File: config.mk
export PLATFORM = sky130hd
export DESIGN_NAME = fsd_out_fifo
export DESIGN_NICKNAME = d
export VERILOG_FILES = /design/src/design/fsd_pkg.sv /design/src/design/fsd_out_fifo.sv
export SDC_FILE = /design/constraint.sdc
export NUM_CORES = 1
export LEC_CHECK = 0
export BUFFER_PORTS_ARGS = -buffer_cell sky130_fd_sc_hd__buf_2
export CORE_MARGIN = 2
export CORE_UTILIZATION = 35
export DETAILED_ROUTE_END_ITERATION = 12
export PLACE_DENSITY = 0.55
export SYNTH_ARGS = -nofsm -noshare
export SYNTH_HDL_FRONTEND = slang
export SYNTH_SLANG_ARGS = --single-unit
File: constraint.sdc
create_clock -name clk -period 4.9 [get_ports clk]
set_input_delay 0.245 -clock clk [delete_from_list [all_inputs] [get_ports clk]]
set_output_delay 0.245 -clock clk [all_outputs]
set_load 0.03 [all_outputs]
File: src/design/fsd_pkg.sv
// Shared types and constants for the Floyd-Steinberg RGB dither block.
// No dependencies; every other design file but fsd_ram refers to it by scoped names.
`timescale 1ns / 1ps

package fsd_pkg;

  localparam int LW_W  = 12;  // line_width register width
  localparam int FH_W  = 13;  // frame_height register width
  localparam int ROW_W = 12;  // row counter width
  localparam int CFG_INDEX_W = 2;
  localparam int CFG_DATA_W  = 13;

  localparam int MAX_FRAME_HEIGHT = 4096;
  localparam int LINE_WIDTH_RESET = 640;
  localparam int FRAME_HEIGHT_RESET = 480;

  localparam int ON_THRESHOLD = 128;
  localparam int FULL_SCALE   = 255;

  // error shares, all over 16
  localparam int SHARE_RIGHT       = 7;
  localparam int SHARE_BELOW_LEFT  = 3;
  localparam int SHARE_BELOW       = 5;
  localparam int SHARE_BELOW_RIGHT = 1;
  localparam int SHARE_SHIFT       = 4;

  localparam int NUM_CHANNELS   = 3;
  localparam int OUT_FIFO_DEPTH = 4;
  localparam int OUT_PTR_W      = 2;
  localparam int OUT_CNT_W      = 3;

  typedef enum logic [CFG_INDEX_W-1:0] {
    REG_LINE_WIDTH   = 2'd0,
    REG_FRAME_HEIGHT = 2'd1
  } cfg_reg_t;

  typedef struct packed {
    logic [7:0] red_in;
    logic [7:0] green_in;
    logic [7:0] blue_in;
  } pix_t;

  typedef struct packed {
    logic red_on;
    logic green_on;
    logic blue_on;
    logic end_of_row;
    logic end_of_image;
  } dith_t;

endpackage

File: src/design/fsd_out_fifo.sv
// Small result FIFO that decouples the dither core from the output stall.
// Uses fsd_pkg for the result type and depth.
`timescale 1ns / 1ps

module fsd_out_fifo (
  input  logic                            clk,
  input  logic                            rst,
  input  logic                            push,
  input  fsd_pkg::dith_t                  push_data,
  input  logic                            pop,
  output fsd_pkg::dith_t                  head,
  output logic [fsd_pkg::OUT_CNT_W-1:0]   count
);

  fsd_pkg::dith_t entries [fsd_pkg::OUT_FIFO_DEPTH];
  logic [fsd_pkg::OUT_PTR_W-1:0] wr_ptr;
  logic [fsd_pkg::OUT_PTR_W-1:0] rd_ptr;
  logic do_pop;

  assign do_pop = pop && (count != '0);
  assign head = entries[rd_ptr];

  always_ff @(posedge clk) begin
    if (rst) begin
      wr_ptr <= '0;
      rd_ptr <= '0;
      count <= '0;
    end else begin
      if (push) begin
        wr_ptr <= wr_ptr + 1'b1;
      end
      if (do_pop) begin
        rd_ptr <= rd_ptr + 1'b1;
      end
      count <= count + {{(fsd_pkg::OUT_CNT_W-1){1'b0}}, push}
                     - {{(fsd_pkg::OUT_CNT_W-1){1'b0}}, do_pop};
    end
    if (push) begin
      entries[wr_ptr] <= push_data;
    end
  end

endmodule

==> out/qor.yml, run 1 <==
die:
  die_y_um: 62.1
  rows: 21
  ioPinCount: 17
  start_util: 0.360
  die_area_um2: 3860
  fp.dieW_um: 62.1
  core_area_um2: 3280
synthesis:
  synthFlopType: "edfxtp_1"
  ys_ff_latch: 29
  async_reset_ff_frac: 0
  synth_edf_count: 20
  synth_area_um2: 1180
  ys_warn_count: 0
  syn-num-nets: 86
  syn_area_per_cell_um2: 16.9
  ys_seq_area_frac: 0.660
  ys_types: 18
  syn_inst: 70
detailed_routing:
  dr.pass1.iters: 2
  ant_nets: 0
  drt-total-wl_um: 1680
  wl_per_cell_um: 12.2
  vias: 603
  routed_via_density: 4.37
  drc: 0
  drt_iter0_markers: 17
cts:
  clockBufferDepth: 2
  clk_pin_slew_ns: 0.09
  cts_tree: "done"
  root_buffer: "clkbuf_4"
  clk_latency_ns: 0.32
  numCtsBuffers: 5
  ctsResizeCount: 0
  htreeDepth: 2
  post_cts_buffers: 0
  cts_hold_buf: 0
  clkSinkCount: 29
global_routing:
  grt_max_degree: 10
  grt_use_total: 0.103
  overflow: 0
  antenna_found_initial: 0
  grt_pass1_vias: 586
  grt_pass1_wl_um: 2820
power_and_ir_drop:
  p_per_area_nw_per_um2: 470
  net-switching-power_w: 0.000196
  peakVddDrop_v: 0.000170
  pwr-share-clk: 0.225
  leakagePower_nw: 0.525
  p_comb_frac: 0.282
  p_seq_frac: 0.493
  switching_share: 0.304
  p_int_w: 0.000448
timing:
  max_slew_margin: 0.734
  max_freq_mhz: 526
  finalSetupViolations: 0
  slew_violations: 0
  hold_violations: 0
  rsz0062_at_grt: "false"
  fin_setup_tns_ns: 0
  tightest_slew_ns: 0.395
  post-route-period-util: 0.388
  fin_skew_ns: 0.00809
  period_needed_ns: 1.90
worst_setup_path:
  cp-end-kind: "flop"
  crit_path_max_fanout: 5
  r2r_slack_ns: 3.00
  worst_path_largest_cell_delay_ns: 0.37
  crit_path_frequent_cell: "ha_1"
  cp.depth: 7
  crit_chain: "o31a_1 > ha_1 > inv_1 > ha_1 > fa_1 > xor3_1 > nor2_1"
  path_class: "flop to flop"
  ff2ff_path_depth: 7
  critPathTopFamily: "adder cells"
  reg2reg_to: "count[2]"
  worstPathArrival_ns: 2.12
  rr_startpoint: "count[1]"
  critical_path_required_ns: 5.11
  crit_slowest_cell: "fa_1"
  path_buf_inv: 1
  setup.worst_path.start_class: "flop"
final_layout:
  final_common_cell: "edfxtp_1"
  syn2layout_area_growth_pct: 15.9
  final_core_util: 0.417
  fin_nets: 107
  layout_common_cells: "edfxtp_1, buf_2, dfxtp_1"
  drive_above_1_share: 0.304
  num_antenna_cells: 0
job:
  drv_cap: 0
hold_path:
  worstHoldEndpoint: "entries[0][1]"
  holdPathStages: 1
  holdCritPathClass: "primary input to flop"
  worstHoldStart: "push_data[1]"
placed_design:
  port-buffer-count: 16
  dpl.hpwl_um: 1240
  place_congestion: 0.631
status:
  outcome: "complete, no violations"
## state kept, by name, summed over array words and instances (netlist names), named ones only
register / cells
count: 3
entries: 20
rd_ptr: 2
wr_ptr: 2
## per-layer routing
metal  vias up  routed length [µm]  global-route usage  part of all wire
li1        294                   -                   -                 -
met1       289                 736               0.118              0.44
met2        15                 784               0.148              0.47
met3         5                 113              0.0580             0.067
met4         0                  47              0.0667             0.028
met5         -                   0                   0                 0
## worst max path at each step
stage,slack (ns),endpoint,from
after floorplan,2.93,count[2],count[1]
after global placement,3.03,count[2],count[1]
after detailed placement,3.00,count[2],count[1]
after CTS,2.98,count[2],count[1]
after global routing,2.90,count[2],count[1]
final,3.00,count[2],count[1]
## synth_stat cells (2+ instances only)
cell,number,area share
and2_1,4,0.021
dfxtp_1,9,0.15
edfxtp_1,20,0.51
ha_1,6,0.063
inv_1,6,0.019
mux2_1,2,0.019
mux4_2,5,0.095
nor2_1,5,0.016
nor2b_1,4,0.021
## cell type report
type,count,area [µm²]
clock buffers,8,58.8
fillers,322,1910
inverters,6,22.5
multi-input cells,33,370
flip-flops and latches,29,781
well taps,46,57.6
repair buffers,16,80.1
## power by group through the flow
stage | Clock (W) | Combinational (W) | Sequential, W
floorplan | 0 | 0.000134 | 0.000330
global placement | 0 | 0.000184 | 0.000323
detailed placement | 0 | 0.000185 | 0.000324
CTS | 0.000151 | 0.000186 | 0.000319
global route | 0.000164 | 0.000201 | 0.000324
finish | 0.000145 | 0.000181 | 0.000317
## through the flow
step	std cells	area, µm²	total power [W]	hold WS [ns]	worst slack (ns)
after floorplan	70	1180	0.000464	0.344	2.93
after global placement	130	1310	0.000506	0.464	3.03
after detailed placement	130	1310	0.000510	0.469	3.00
after CTS	138	1370	0.000656	0.124	2.98
after global routing	138	1370	0.000689	0.118	2.90
final	138	1370	0.000643	0.137	3.00
## cell families (layout without fill, tap and decap cells)
| kind of cell | count (synthesis) | in the layout | share of synthesized area |
|---|---|---|---|
| adders and majority gates | 7 | 7 | 0.0804 |
| xor gates and xnor gates | 2 | 2 | 0.0275 |
| DFF | 29 | 29 | 0.660 |
| and+or+nand+nor | 13 | 13 | 0.0582 |
| buffers and inverters | 8 | 30 | 0.0264 |
| AOI/OAI and AO/OA | 2 | 2 | 0.0148 |
| muxes | 9 | 9 | 0.132 |
No activity file was read; power rests on OpenSTA's default activity.
==> inputs of run 2 (changes only) <==
Clock period 4.9 ns to 2 ns, I/O delays scaled along.
==> run 2 against run 1 <==
Compared with the run above:
- worst hold slack got worse by 0.083 ns
- register-to-register slack got worse by 2.9 ns
- routed wire length up 2.3%
- clock-buffer cell count unchanged
- sequential power rose by 150%
- critical path depth stayed put
- clock power is 140% higher
- highest routed layer unchanged
==> out/qor.yml, run 2 (same netlist as run 1, synthesis figures left out) <==
cts:
  ctsResizeCount: 0  # unchanged
  clk_pin_slew_ns: 0.08  # about the same
  clockBufferDepth: 2  # unchanged
  numCtsBuffers: 5  # unchanged
  cts_tree: "done"
  clk_latency_ns: 0.32  # about the same
  root_buffer: "clkbuf_4"
  clkSinkCount: 29  # unchanged
  htreeDepth: 2  # unchanged
detailed_routing:
  vias: 622  # +3.2%
  routed_via_density: 4.35  # -0.46%
  ant_nets: 0  # unchanged
  wl_per_cell_um: 12.0  # -1.3%
  drt-total-wl_um: 1720  # +2.3%
  drt_iter0_markers: 20  # +3
  drc: 0  # unchanged
  dr.pass1.iters: 4  # +2
placed_design:
  port-buffer-count: 16  # unchanged
  dpl.hpwl_um: 1240  # unchanged
  placedCellCount: 130  # unchanged
  place_congestion: 0.631  # unchanged
global_routing:
  grt_pass1_vias: 612  # +4.4%
  antenna_found_initial: 0  # unchanged
  grt_pass1_wl_um: 2900  # +2.9%
  overflow: 0  # unchanged
  grt_max_degree: 10  # unchanged
  grt_use_total: 0.106  # +0.00235
worst_setup_path:
  cp-end-kind: "flop"
  crit_slowest_cell: "fa_1"
  path_class: "flop to flop"
  critical_path_required_ns: 2.21  # -2.90 ns
  crit_chain: "o31a_1 > ha_1 > inv_1 > ha_1 > fa_1 > xor3_1 > nor2_1"
  critPathTopFamily: "adder cells"
  crit_path_frequent_cell: "ha_1"
  setup.worst_path.start_class: "flop"
  path_buf_inv: 1  # unchanged
  r2r_slack_ns: 0.1  # -2.90 ns
  crit_path_max_fanout: 5  # unchanged
  worst_path_largest_cell_delay_ns: 0.37  # about the same
  worstPathArrival_ns: 2.12  # about the same
timing:
  max_freq_mhz: 526  # about the same
  post-route-period-util: 0.951  # +0.563
  slew_violations: 0  # unchanged
  fin_setup_tns_ns: 0  # unchanged
  max_slew_margin: 0.735  # +0.00125
  finalSetupViolations: 0  # unchanged
  period_needed_ns: 1.90  # +0.000435 ns
  tightest_slew_ns: 0.393  # -0.00185 ns
  fin_skew_ns: 0.00783  # -0.000256 ns
  rsz0062_at_grt: "false"
  hold_violations: 0  # unchanged
job:
  drv_cap: 0  # unchanged
power_and_ir_drop:
  leakagePower_nw: 0.546  # +4.0%
  peakVddDrop_v: 0.000418  # +150%
  p_per_area_nw_per_um2: 1120  # +140%
die:
  core_area_um2: 3280  # unchanged
  die_area_um2: 3860  # unchanged
  die_y_um: 62.1  # unchanged
  ioPinCount: 17  # unchanged
  fp.dieW_um: 62.1  # unchanged
  start_util: 0.360  # unchanged
  rows: 21  # unchanged
hold_path:
  holdCritPathClass: "primary input to flop"
final_layout:
  syn2layout_area_growth_pct: 20.1
  final_cells: 143  # +3.6%
  top_register: "entries"
  num_antenna_cells: 0  # unchanged
  layout_common_cells: "edfxtp_1, buf_2, dfxtp_1"
  fin_nets: 112  # +4.7%
  final_common_cell: "edfxtp_1"
  largest_reg_flops: 20  # unchanged
  top_regs: "entries: 20 flops, count: 3 flops"
  drive_above_1_share: 0.289  # -0.0157
status:
  outcome: "complete, no violations"
run 2: cell count changes in the layout (fill, tap and decap cells not counted):
cell           previous run  this run
dlygate4sd3_1             0         5
run 2: final timing paths:
| kind | to | cells after the start | start |
|---|---|---|---|
| worst min register to register | wr_ptr[0] | 2 | wr_ptr[0] |
| worst max-delay path | count[2] | 7 | count[1] |
| worst min-delay path | wr_ptr[0] | 2 | rst |
| worst max register to register | count[2] | 7 | count[1] |
run 2: stage by stage:
step | power (W) | hold slack [ns] | area, µm² | worst slack, ns | utilization
floorplan | 0.00114 | 0.199 | 1180 | 0.0283 | -
global placement | 0.00124 | 0.319 | 1310 | 0.131 | 0.399
detailed placement | 0.00125 | 0.324 | 1310 | 0.0979 | 0.399
CTS | 0.00161 | 0.0378 | 1420 | 0.0813 | 0.432
global route | 0.00170 | 0.0557 | 1420 | 0.00189 | 0.432
finish | 0.00158 | 0.0542 | 1420 | 0.0974 | 0.432
run 2: repair_timing:
item | 4_1_cts | 5_1_grt
hold endpoints to repair | 18 | 0
buffers inserted | 0 | 0
hold buffers | 5 | 0
run 2: per-layer routing:
metal,global-route usage,wire [µm],vias up
met3,0.0562,108,5
met4,0.0667,46,0
met1,0.122,748,297
met2,0.154,817,15
li1,-,-,305
met5,0,0,-
run 2: final cells by class:
| class | count | area, µm² |
|---|---|---|
| fillers | 325 | 1860 |
| flip-flops and latches | 29 | 781 |
| multi-input cells | 33 | 370 |
| repair buffers | 21 | 130 |
| clock buffers | 8 | 58.8 |
| well taps | 46 | 57.6 |
| inverters | 6 | 22.5 |
run 2: power breakdown:
group / internal, W / switching (W)
clock: 0.000173 / 0.000182
sequential: 0.000711 / 0.0000661
combinational: 0.000218 / 0.000234
total: 0.00110 / 0.000482
