===== src/design/fsd_pkg.sv =====
// Shared types and constants for the Floyd-Steinberg RGB dither block.
// No dependencies; every other design file but fsd_ram refers to it by scoped names.
`timescale 1ns / 1ps

package fsd_pkg;

  localparam int LW_W  = 12;  // line_width register width
  localparam int FH_W  = 13;  // frame_height register width
  localparam int ROW_W = 12;  // row counter width
  localparam int CFG_INDEX_W = 2;
  localparam int CFG_DATA_W  = 13;

  localparam int MAX_FRAME_HEIGHT = 4096;
  localparam int LINE_WIDTH_RESET = 640;
  localparam int FRAME_HEIGHT_RESET = 480;

  localparam int ON_THRESHOLD = 128;
  localparam int FULL_SCALE   = 255;

  // error shares, all over 16
  localparam int SHARE_RIGHT       = 7;
  localparam int SHARE_BELOW_LEFT  = 3;
  localparam int SHARE_BELOW       = 5;
  localparam int SHARE_BELOW_RIGHT = 1;
  localparam int SHARE_SHIFT       = 4;

  localparam int NUM_CHANNELS   = 3;
  localparam int OUT_FIFO_DEPTH = 4;
  localparam int OUT_PTR_W      = 2;
  localparam int OUT_CNT_W      = 3;

  typedef enum logic [CFG_INDEX_W-1:0] {
    REG_LINE_WIDTH   = 2'd0,
    REG_FRAME_HEIGHT = 2'd1
  } cfg_reg_t;

  typedef struct packed {
    logic [7:0] red_in;
    logic [7:0] green_in;
    logic [7:0] blue_in;
  } pix_t;

  typedef struct packed {
    logic red_on;
    logic green_on;
    logic blue_on;
    logic end_of_row;
    logic end_of_image;
  } dith_t;

endpackage


===== src/design/fsd_lane.sv =====
// One color channel of the dither core: threshold, error and the four shares.
// Uses fsd_pkg constants.
`timescale 1ns / 1ps

module fsd_lane #(
  parameter int EB = 10
) (
  input  logic [7:0]           sample,
  input  logic signed [EB-1:0] carry,
  input  logic signed [EB-1:0] stored,
  input  logic signed [EB-1:0] pend_left,
  input  logic signed [EB-1:0] pend_mid,
  output logic                 on,
  output logic signed [EB-1:0] share_right,
  output logic signed [EB-1:0] sum_left,
  output logic signed [EB-1:0] sum_mid,
  output logic signed [EB-1:0] share_lr
);

  localparam int W = EB + 3;
  localparam logic signed [W-1:0] HI = W'((1 << (EB - 1)) - 1);
  localparam logic signed [W-1:0] LO = W'(-(1 << (EB - 1)));
  localparam logic signed [W-1:0] THRESH = W'(fsd_pkg::ON_THRESHOLD);
  localparam logic signed [W-1:0] FULL = W'(fsd_pkg::FULL_SCALE);
  localparam logic signed [W-1:0] RND = W'((1 << fsd_pkg::SHARE_SHIFT) - 1);

  function automatic logic signed [EB-1:0] sat(input logic signed [W-1:0] x);
    if (x > HI) return HI[EB-1:0];
    if (x < LO) return LO[EB-1:0];
    return x[EB-1:0];
  endfunction

  function automatic logic signed [W-1:0] ext(input logic signed [EB-1:0] x);
    return {{(W-EB){x[EB-1]}}, x};
  endfunction

  // divide by 16 truncating toward zero
  function automatic logic signed [EB-1:0] div16(input logic signed [W-1:0] p);
    logic signed [W-1:0] t;
    t = p + (p[W-1] ? RND : '0);
    t = t >>> fsd_pkg::SHARE_SHIFT;
    return t[EB-1:0];
  endfunction

  logic signed [W-1:0] v;
  logic signed [W-1:0] e_x;
  logic signed [EB-1:0] e;

  always_comb begin
    v = $signed({{(W-8){1'b0}}, sample}) + ext(carry) + ext(stored);
    on = (v >= THRESH);
    e = sat(v - (on ? FULL : '0));
    e_x = ext(e);
    share_right = div16(e_x * W'(fsd_pkg::SHARE_RIGHT));
    share_lr = div16(e_x * W'(fsd_pkg::SHARE_BELOW_RIGHT));
    sum_left = sat(ext(pend_left) + ext(div16(e_x * W'(fsd_pkg::SHARE_BELOW_LEFT))));
    sum_mid = sat(ext(pend_mid) + ext(div16(e_x * W'(fsd_pkg::SHARE_BELOW))));
  end

endmodule


===== config.mk =====
export PLATFORM = sky130hd
export DESIGN_NAME = fsd_lane
export DESIGN_NICKNAME = d
export VERILOG_FILES = /design/src/design/fsd_pkg.sv /design/src/design/fsd_lane.sv
export SDC_FILE = /design/constraint.sdc
export NUM_CORES = 1
export LEC_CHECK = 0
export ABC_AREA = 1
export BUFFER_PORTS_ARGS = -buffer_cell sky130_fd_sc_hd__buf_2
export CAP_MARGIN = 15
export CORE_MARGIN = 8
export CORE_UTILIZATION = 27
export DETAILED_ROUTE_END_ITERATION = 8
export GPL_ROUTABILITY_DRIVEN = 0
export SYNTH_ARGS = -nofsm -noshare
export SYNTH_HDL_FRONTEND = slang
export SYNTH_SLANG_ARGS = --single-unit

===== constraint.sdc =====
create_clock -name vclk -period 30.4
set_input_delay 3.04 -clock vclk [all_inputs]
set_output_delay 3.04 -clock vclk [all_outputs]
set_load 0.05 [all_outputs]

==> results of run 1 <==
area by class of cell:
| cell class | instances | area (sq um) | share of cell area |
|---|---|---|---|
| well taps | 265 | 332 | 0.0557 |
| multi-input cells | 622 | 4530 | 0.761 |
| inverters | 170 | 643 | 0.108 |
| repair buffers | 89 | 445 | 0.0749 |
layout by cell type (no fill, tap or decap), types with 2 or more instances in the layout:
master | synthesis | layout
a21o_1 | 3 | 3
o21ai_0 | 33 | 33
xor2_1 | 43 | 43
a21oi_1 | 47 | 47
o21ai_4 | 2 | 2
a22oi_1 | 2 | 2
nand3_4 | 2 | 2
xnor2_1 | 18 | 18
o21ai_2 | 4 | 4
nor2_1 | 54 | 54
buf_2 | 0 | 89
nand2_2 | 20 | 20
nor2_4 | 2 | 2
nand2_4 | 13 | 13
inv_1 | 161 | 161
and2_1 | 2 | 2
o21ai_1 | 4 | 4
o21bai_1 | 7 | 7
nand3_2 | 8 | 8
nand3b_1 | 2 | 2
nor2_2 | 3 | 3
a31oi_1 | 2 | 2
nand2_8 | 2 | 2
inv_2 | 7 | 7
nand4_1 | 13 | 13
nand3_1 | 41 | 41
nor3_1 | 6 | 6
o31ai_1 | 3 | 3
ha_1 | 96 | 96
fa_1 | 22 | 22
nand2_1 | 155 | 155
or2_2 | 5 | 5
xor2_2 | 2 | 2
worst max path at each step:
stage / startpoint / end / cells past startpoint
global placement: sample[1] / sum_mid[7] / 63
floorplan: sample[1] / sum_mid[7] / 64
finish: sample[1] / sum_mid[7] / 63
CTS: sample[1] / sum_mid[7] / 63
detailed placement: sample[1] / sum_mid[7] / 63
global route: sample[1] / sum_mid[5] / 65
routing by layer:
metal  wire [um]  part of all wire
met1        5880              0.50
met2        5230              0.44
met3         709             0.060
met4          42            0.0035
met5           0                 0
critical path, delay by kind of cell:
kind / cells / cell delay [ns]
compound gates: 15 / 3.08
simple gates: 30 / 3.07
fa+ha+maj: 9 / 2.93
buf+inv: 7 / 0.71
xor+xnor: 2 / 0.57
logic make-up (layout without fill, tap and decap cells):
kind of cell,Yosys count,count (layout),share of synthesized area
simple gates,333,333,0.320
buf+inv,178,259,0.138
fa+ha+maj,118,118,0.313
xor+xnor,64,64,0.113
compound gates,107,107,0.117
metrics by stage:
step	util	instances	area (sq um)
floorplan	-	800	5250
global placement	0.309	1146	5950
detailed placement	0.309	1146	5950
CTS	0.309	1146	5950
global route	0.309	1146	5950
finish	0.309	1146	5950
==> results.yml, run 1 <==
sta:
  slew_viol_final: 0
  max_slew_margin: 0.302
  tightestPinTransition_ns: 1.04
  setup_viol: 0
  finalCriticalPeriod_ns: 16.48
  rsz0062_at_grt: "false"
  setup_slack_ns: 13.92
  fmax_mhz: 60.7
  fin_crit_sh: 0.542
  hold_violations: 0
  hold_slack_ns: 6.65
  setup_tns_ns: 0
worst_setup_path:
  slowest_stage: "o21ai_0"
  crit_required_ns: 27.36
  crit_fanout: 16
  max_stage_delay_ns: 0.71
  arrival_ns: 13.44
  crit_type: "primary input to output port"
  crit_path_start_kind: "primary input"
  cp-end-kind: "output port"
synthesis:
  synth.most_common_cell: "inv_1"
  synth_cell_type_count: 43
  netlist_area_sq_um: 5250
  seq_area_frac_synth: 0
  syn_inst: 800
  ys_top_cells_by_area: "ha_1 (23%), inv_1 (12%), nand2_1 (11%)"
  synth_top_area_cell: "ha_1"
  yosysWarnings: 0
  synth_common_cells: "inv_1 (161), nand2_1 (155), ha_1 (96), nor2_1 (54), a21oi_1 (47)"
  netlist.area_leader.share: 0.229
  syn_area_per_cell_sq_um: 6.57
  syn-num-nets: 966
route:
  routed_wl_mm: 11.9
  routedWlPerCell_um: 10.4
  vias: 4908
  remaining_drc_errors: 0
  drtIter0Drc: 141
  drt-vias-per-instance: 4.28
  drtAntennaViolNets: 0
  first_pass_iters: 4
global_route:
  antenna_found_initial: 0
  grt.overflow.total: 0
  grt_pass1_wl_mm: 20.5
  grt_pass1_vias: 4684
  grtUsageMet2: 0.171
  grt-busiest-layer: "met2"
  grtUsageMet3: 0.0108
  grt_max_degree: 17
  grt_usage: 0.0963
  met1_usage: 0.129
floorplanning:
  core_area_sq_um: 19300
  pin_count: 89
  dieArea_sq_um: 24200
  rows: 51
  chipHeight_um: 155
  start_util: 0.273
  die_w_um: 155
cells_and_area:
  drive_above_1_share: 0.185
  seq_cells: 0
  clock_buffers: 0
  nNetsFinal: 1049
  area_growth_pct: 13.3
  regArea_sq_um: 0
  antenna_cells: 0
  nFillCells: 2140
worst_hold_path:
  min_to: "sum_mid[0]"
  hp-start: "pend_mid[0]"
  min_path_type: "primary input to output port"
  hold_path_depth: 5
run:
  maxCapViolations: 0
clock_network:
  cts_setup_buffers: 0
  cts-resized-gates: 0
  cts-hold-fix-buffers: 0
place:
  dp_slack_ns: 13.86
  place_hpwl_mm: 10.9
  port_buffers: 89
outcome:
  status: "completed"
Power of run 1 is left out: the tool's default activity adds up to more than one toggle a clock period on the data nets, which glitch-free logic cannot reach.
==> run 2: changes to the inputs <==
clock period = 16.6 ns   (was 30.4 ns; I/O delays follow)
==> run 2 against run 1 <==
Critical path depth is 2 higher. Via count is 0.22% lower. Clock-buffer cell count stayed put. First-iteration DRC count is 21% higher. Flip-flop and latch count stayed put. Wire length is 0.18% higher. Non-clock buffer count stayed put. Cell count stayed put. Sequential share of layout area stayed put. Largest cell class unchanged. Highest routed layer unchanged.
==> results.yml, run 2 (synthesis results as in run 1) <==
outcome:
  status: "completed"
global_route:
  grt.overflow.total: 0
  grt_max_degree: 17
  antenna_found_initial: 0
  grt_usage: 0.0969
  grt_pass1_vias: 4752
  grt_pass1_wl_mm: 20.6
worst_setup_path:
  crit_required_ns: 14.94
  cp-end-kind: "output port"
  max_stage_delay_ns: 0.68
  crit_path_start_kind: "primary input"
  crit_type: "primary input to output port"
  crit_fanout: 12
  worst_path_most_repeated_cell: "nand2_1"
  slowest_stage: "o21ai_0"
  arrival_ns: 12.03
floorplanning:
  dieArea_sq_um: 24200
  rows: 51
  die_w_um: 155
  pin_count: 89
  start_util: 0.273
  core_area_sq_um: 19300
  chipHeight_um: 155
cells_and_area:
  regArea_sq_um: 0
  multi_input_area_sq_um: 4530
  nNetsFinal: 1049
  seq_cells: 0
  clock_buffers: 0
  antenna_cells: 0
  layout_common_cells: "inv_1 (161), nand2_1 (155), ha_1 (96)"
  area_growth_pct: 13.3
  nFillCells: 2164
  drive_above_1_share: 0.185
  layout_commonest_cell: "inv_1"
route:
  routed-wl-met3_um: 510
  met1Wirelength_mm: 6.09
  remaining_drc_errors: 0
  met2_length_mm: 5.18
  first_pass_iters: 4
  drtIter0Drc: 171
  vias: 4897
  routedWlPerCell_um: 10.4
  routed_wl_mm: 11.9
  drtAntennaViolNets: 0
  top_layer_used: "met4"
  drt-vias-per-instance: 4.27
sta:
  rsz0062_at_grt: "false"
  setup_tns_ns: 0
  slew_viol_final: 0
  fmax_mhz: 73.0
  setup_viol: 0
  tightestPinTransition_ns: 1.00
  hold_violations: 0
  fin_crit_sh: 0.825
  max_slew_margin: 0.325
  finalCriticalPeriod_ns: 13.69
place:
  port_buffers: 89
  place_hpwl_mm: 10.9
clock_network:
  cts-hold-fix-buffers: 0
  cts_setup_buffers: 0
  cts-resized-gates: 0
worst_hold_path:
  min_path_type: "primary input to output port"
run:
  maxCapViolations: 0
-- run 2: layer usage --
metal	up-vias	global-route usage
li1	2710	-
met1	2089	0.128
met2	92	0.173
met3	6	0.00860
met4	0	0.00786
met5	-	0
-- run 2: per-stage QoR --
step	hold slack [ns]	area, sq um	instances	setup slack (ns)	utilization
after floorplan	3.82	5250	800	3.53	-
after global placement	3.89	5950	1146	2.93	0.309
after detailed placement	3.90	5950	1146	2.83	0.309
after CTS	3.90	5950	1146	2.80	0.309
final	3.90	5950	1146	2.91	0.309
after global routing	3.96	5950	1146	1.72	0.309
-- run 2: final timing paths --
path | depth (start not counted) | startpoint | end
max | 65 | sample[1] | sum_mid[7]
min | 5 | pend_mid[0] | sum_mid[0]
-- run 2: layout make-up --
type	count	area share
inverter	170	0.108
multi-input combinational	622	0.761
tap	265	0.0557
timing repair buffer	89	0.0749
-- run 2: critical path: cells and delay by family --
kind	cells	cell delay, ns
AOI/OAI and AO/OA	15	3.03
xor gates and xnor gates	2	0.59
adders and majority gates	9	2.93
buffers and inverters	7	0.70
and+or+nand+nor	32	3.10
Power of run 2 is left out for the same reason.
==> run 3: changes to the inputs <==
clock period = 13.44 ns   (was 16.6 ns; I/O delays follow)
==> run 3 against run 2 <==
Core utilization grew 0.29 points. Flip-flop and latch count unchanged. Design area up 0.93%. Non-clock buffer count up 5. Via count grew 1.2%. Setup slack worse by 1.9 ns. Cell count up 0.44%. Die area did not move. Sequential share of layout area stayed put. Wire length hardly changed. Critical path type unchanged. Critical endpoint unchanged. Largest cell class unchanged.
==> results.yml, run 3 (synthesis results as in run 1) <==
cells_and_area:
  clock_buffers: 0
  layout_common_cells: "inv_1 (161), nand2_1 (155), ha_1 (96)"
  fin_area_sq_um: 6000
  antenna_cells: 0
  seq_cells: 0
  regArea_sq_um: 0
  nFillCells: 2177
  layout_commonest_cell: "inv_1"
  drive_above_1_share: 0.191
  final_core_utilization: 0.312
  area_growth_pct: 14.3
  nNetsFinal: 1054
global_route:
  grtUsageMet2: 0.178
  grt-busiest-layer: "met2"
  antenna_found_initial: 0
  grt_usage: 0.0975
  met1_usage: 0.128
  grt_max_degree: 17
  grtUsageMet3: 0.00860
  grt.overflow.total: 0
  grt_pass1_wl_mm: 20.7
  grt_pass1_vias: 4714
sta:
  hold_violations: 0
  setup_tns_ns: 0
  finalCriticalPeriod_ns: 12.40
  fmax_mhz: 80.7
  setup_viol: 0
  max_slew_margin: 0.641
  slew_viol_final: 0
  tightestPinTransition_ns: 0.533
  fin_crit_sh: 0.922
route:
  drt-vias-per-instance: 4.30
  drtAntennaViolNets: 0
  first_pass_iters: 4
  vias: 4954
  routedWlPerCell_um: 10.3
  routed_wl_mm: 11.9
  drtIter0Drc: 160
  remaining_drc_errors: 0
worst_setup_path:
  crit_fanout: 16
  cp-end-kind: "output port"
  arrival_ns: 11.05
  crit_required_ns: 12.10
  crit_path_start_kind: "primary input"
  max_stage_delay_ns: 0.47
  crit_type: "primary input to output port"
  slowest_stage: "fa_1"
  worst_path_most_repeated_cell: "nor2_1"
place:
  dpl_cell_area_sq_um: 5970
  place_hpwl_mm: 10.9
  port_buffers: 89
floorplanning:
  chipHeight_um: 155
  die_w_um: 155
  start_util: 0.273
  dieArea_sq_um: 24200
  rows: 51
  pin_count: 89
  core_area_sq_um: 19300
worst_hold_path:
  min_path_type: "primary input to output port"
outcome:
  status: "completed"
clock_network:
  cts-hold-fix-buffers: 0
run:
  maxCapViolations: 0
-- run 3: cell count changes in the layout (fill, tap and decap cells not counted), sizes merged --
cell,delta
clkbuf,+3
buf,+2
-- run 3: worst paths after layout --
path / depth (start not counted) / slack [ns] / from / endpoint
min: 5 / 3.27 / pend_mid[0] / sum_mid[0]
max: 62 / 1.04 / sample[1] / sum_mid[7]
-- run 3: routing by layer --
layer	up-vias	share of wire	wire length [um]
met1	2138	0.48	5740
met2	102	0.46	5480
met5	-	0	0
li1	2711	-	-
met4	0	0.0034	40
met3	3	0.053	635
-- run 3: final cells by class --
cell class                      instances  area [sq um]  area share
Timing Repair Buffer                   94           493      0.0821
Tap cell                              265           332      0.0552
Multi-Input combinational cell        622          4540       0.756
Inverter                              170           643       0.107
-- run 3: what timing repair did --
item                       in CTS  in global routing
buffers inserted                0                  2
resized for setup               0                  7
setup endpoints to repair       0                 10
-- run 3: through the flow --
| step | worst slack [ns] | instances | hold slack (ns) |
|---|---|---|---|
| 2_1_floorplan | 1.01 | 800 | 3.19 |
| 3_3_place_gp | 0.829 | 1149 | 3.25 |
| 3_5_place_dp | 0.704 | 1149 | 3.28 |
| 4_1_cts | 0.678 | 1149 | 3.28 |
| 5_1_grt | -0.00915 | 1151 | 3.33 |
| 6_report | 1.04 | 1151 | 3.27 |
-- run 3: worst max-delay path: cells and delay by family --
family                   cells  cell delay [ns]
AO/OA/AOI/OAI               14             2.26
AND/OR/NAND/NOR             29             3.11
adder cells (fa/ha/maj)      9             3.00
XOR/XNOR                     2             0.47
buffers and inverters        8             0.85
Power of run 3 is left out for the same reason.
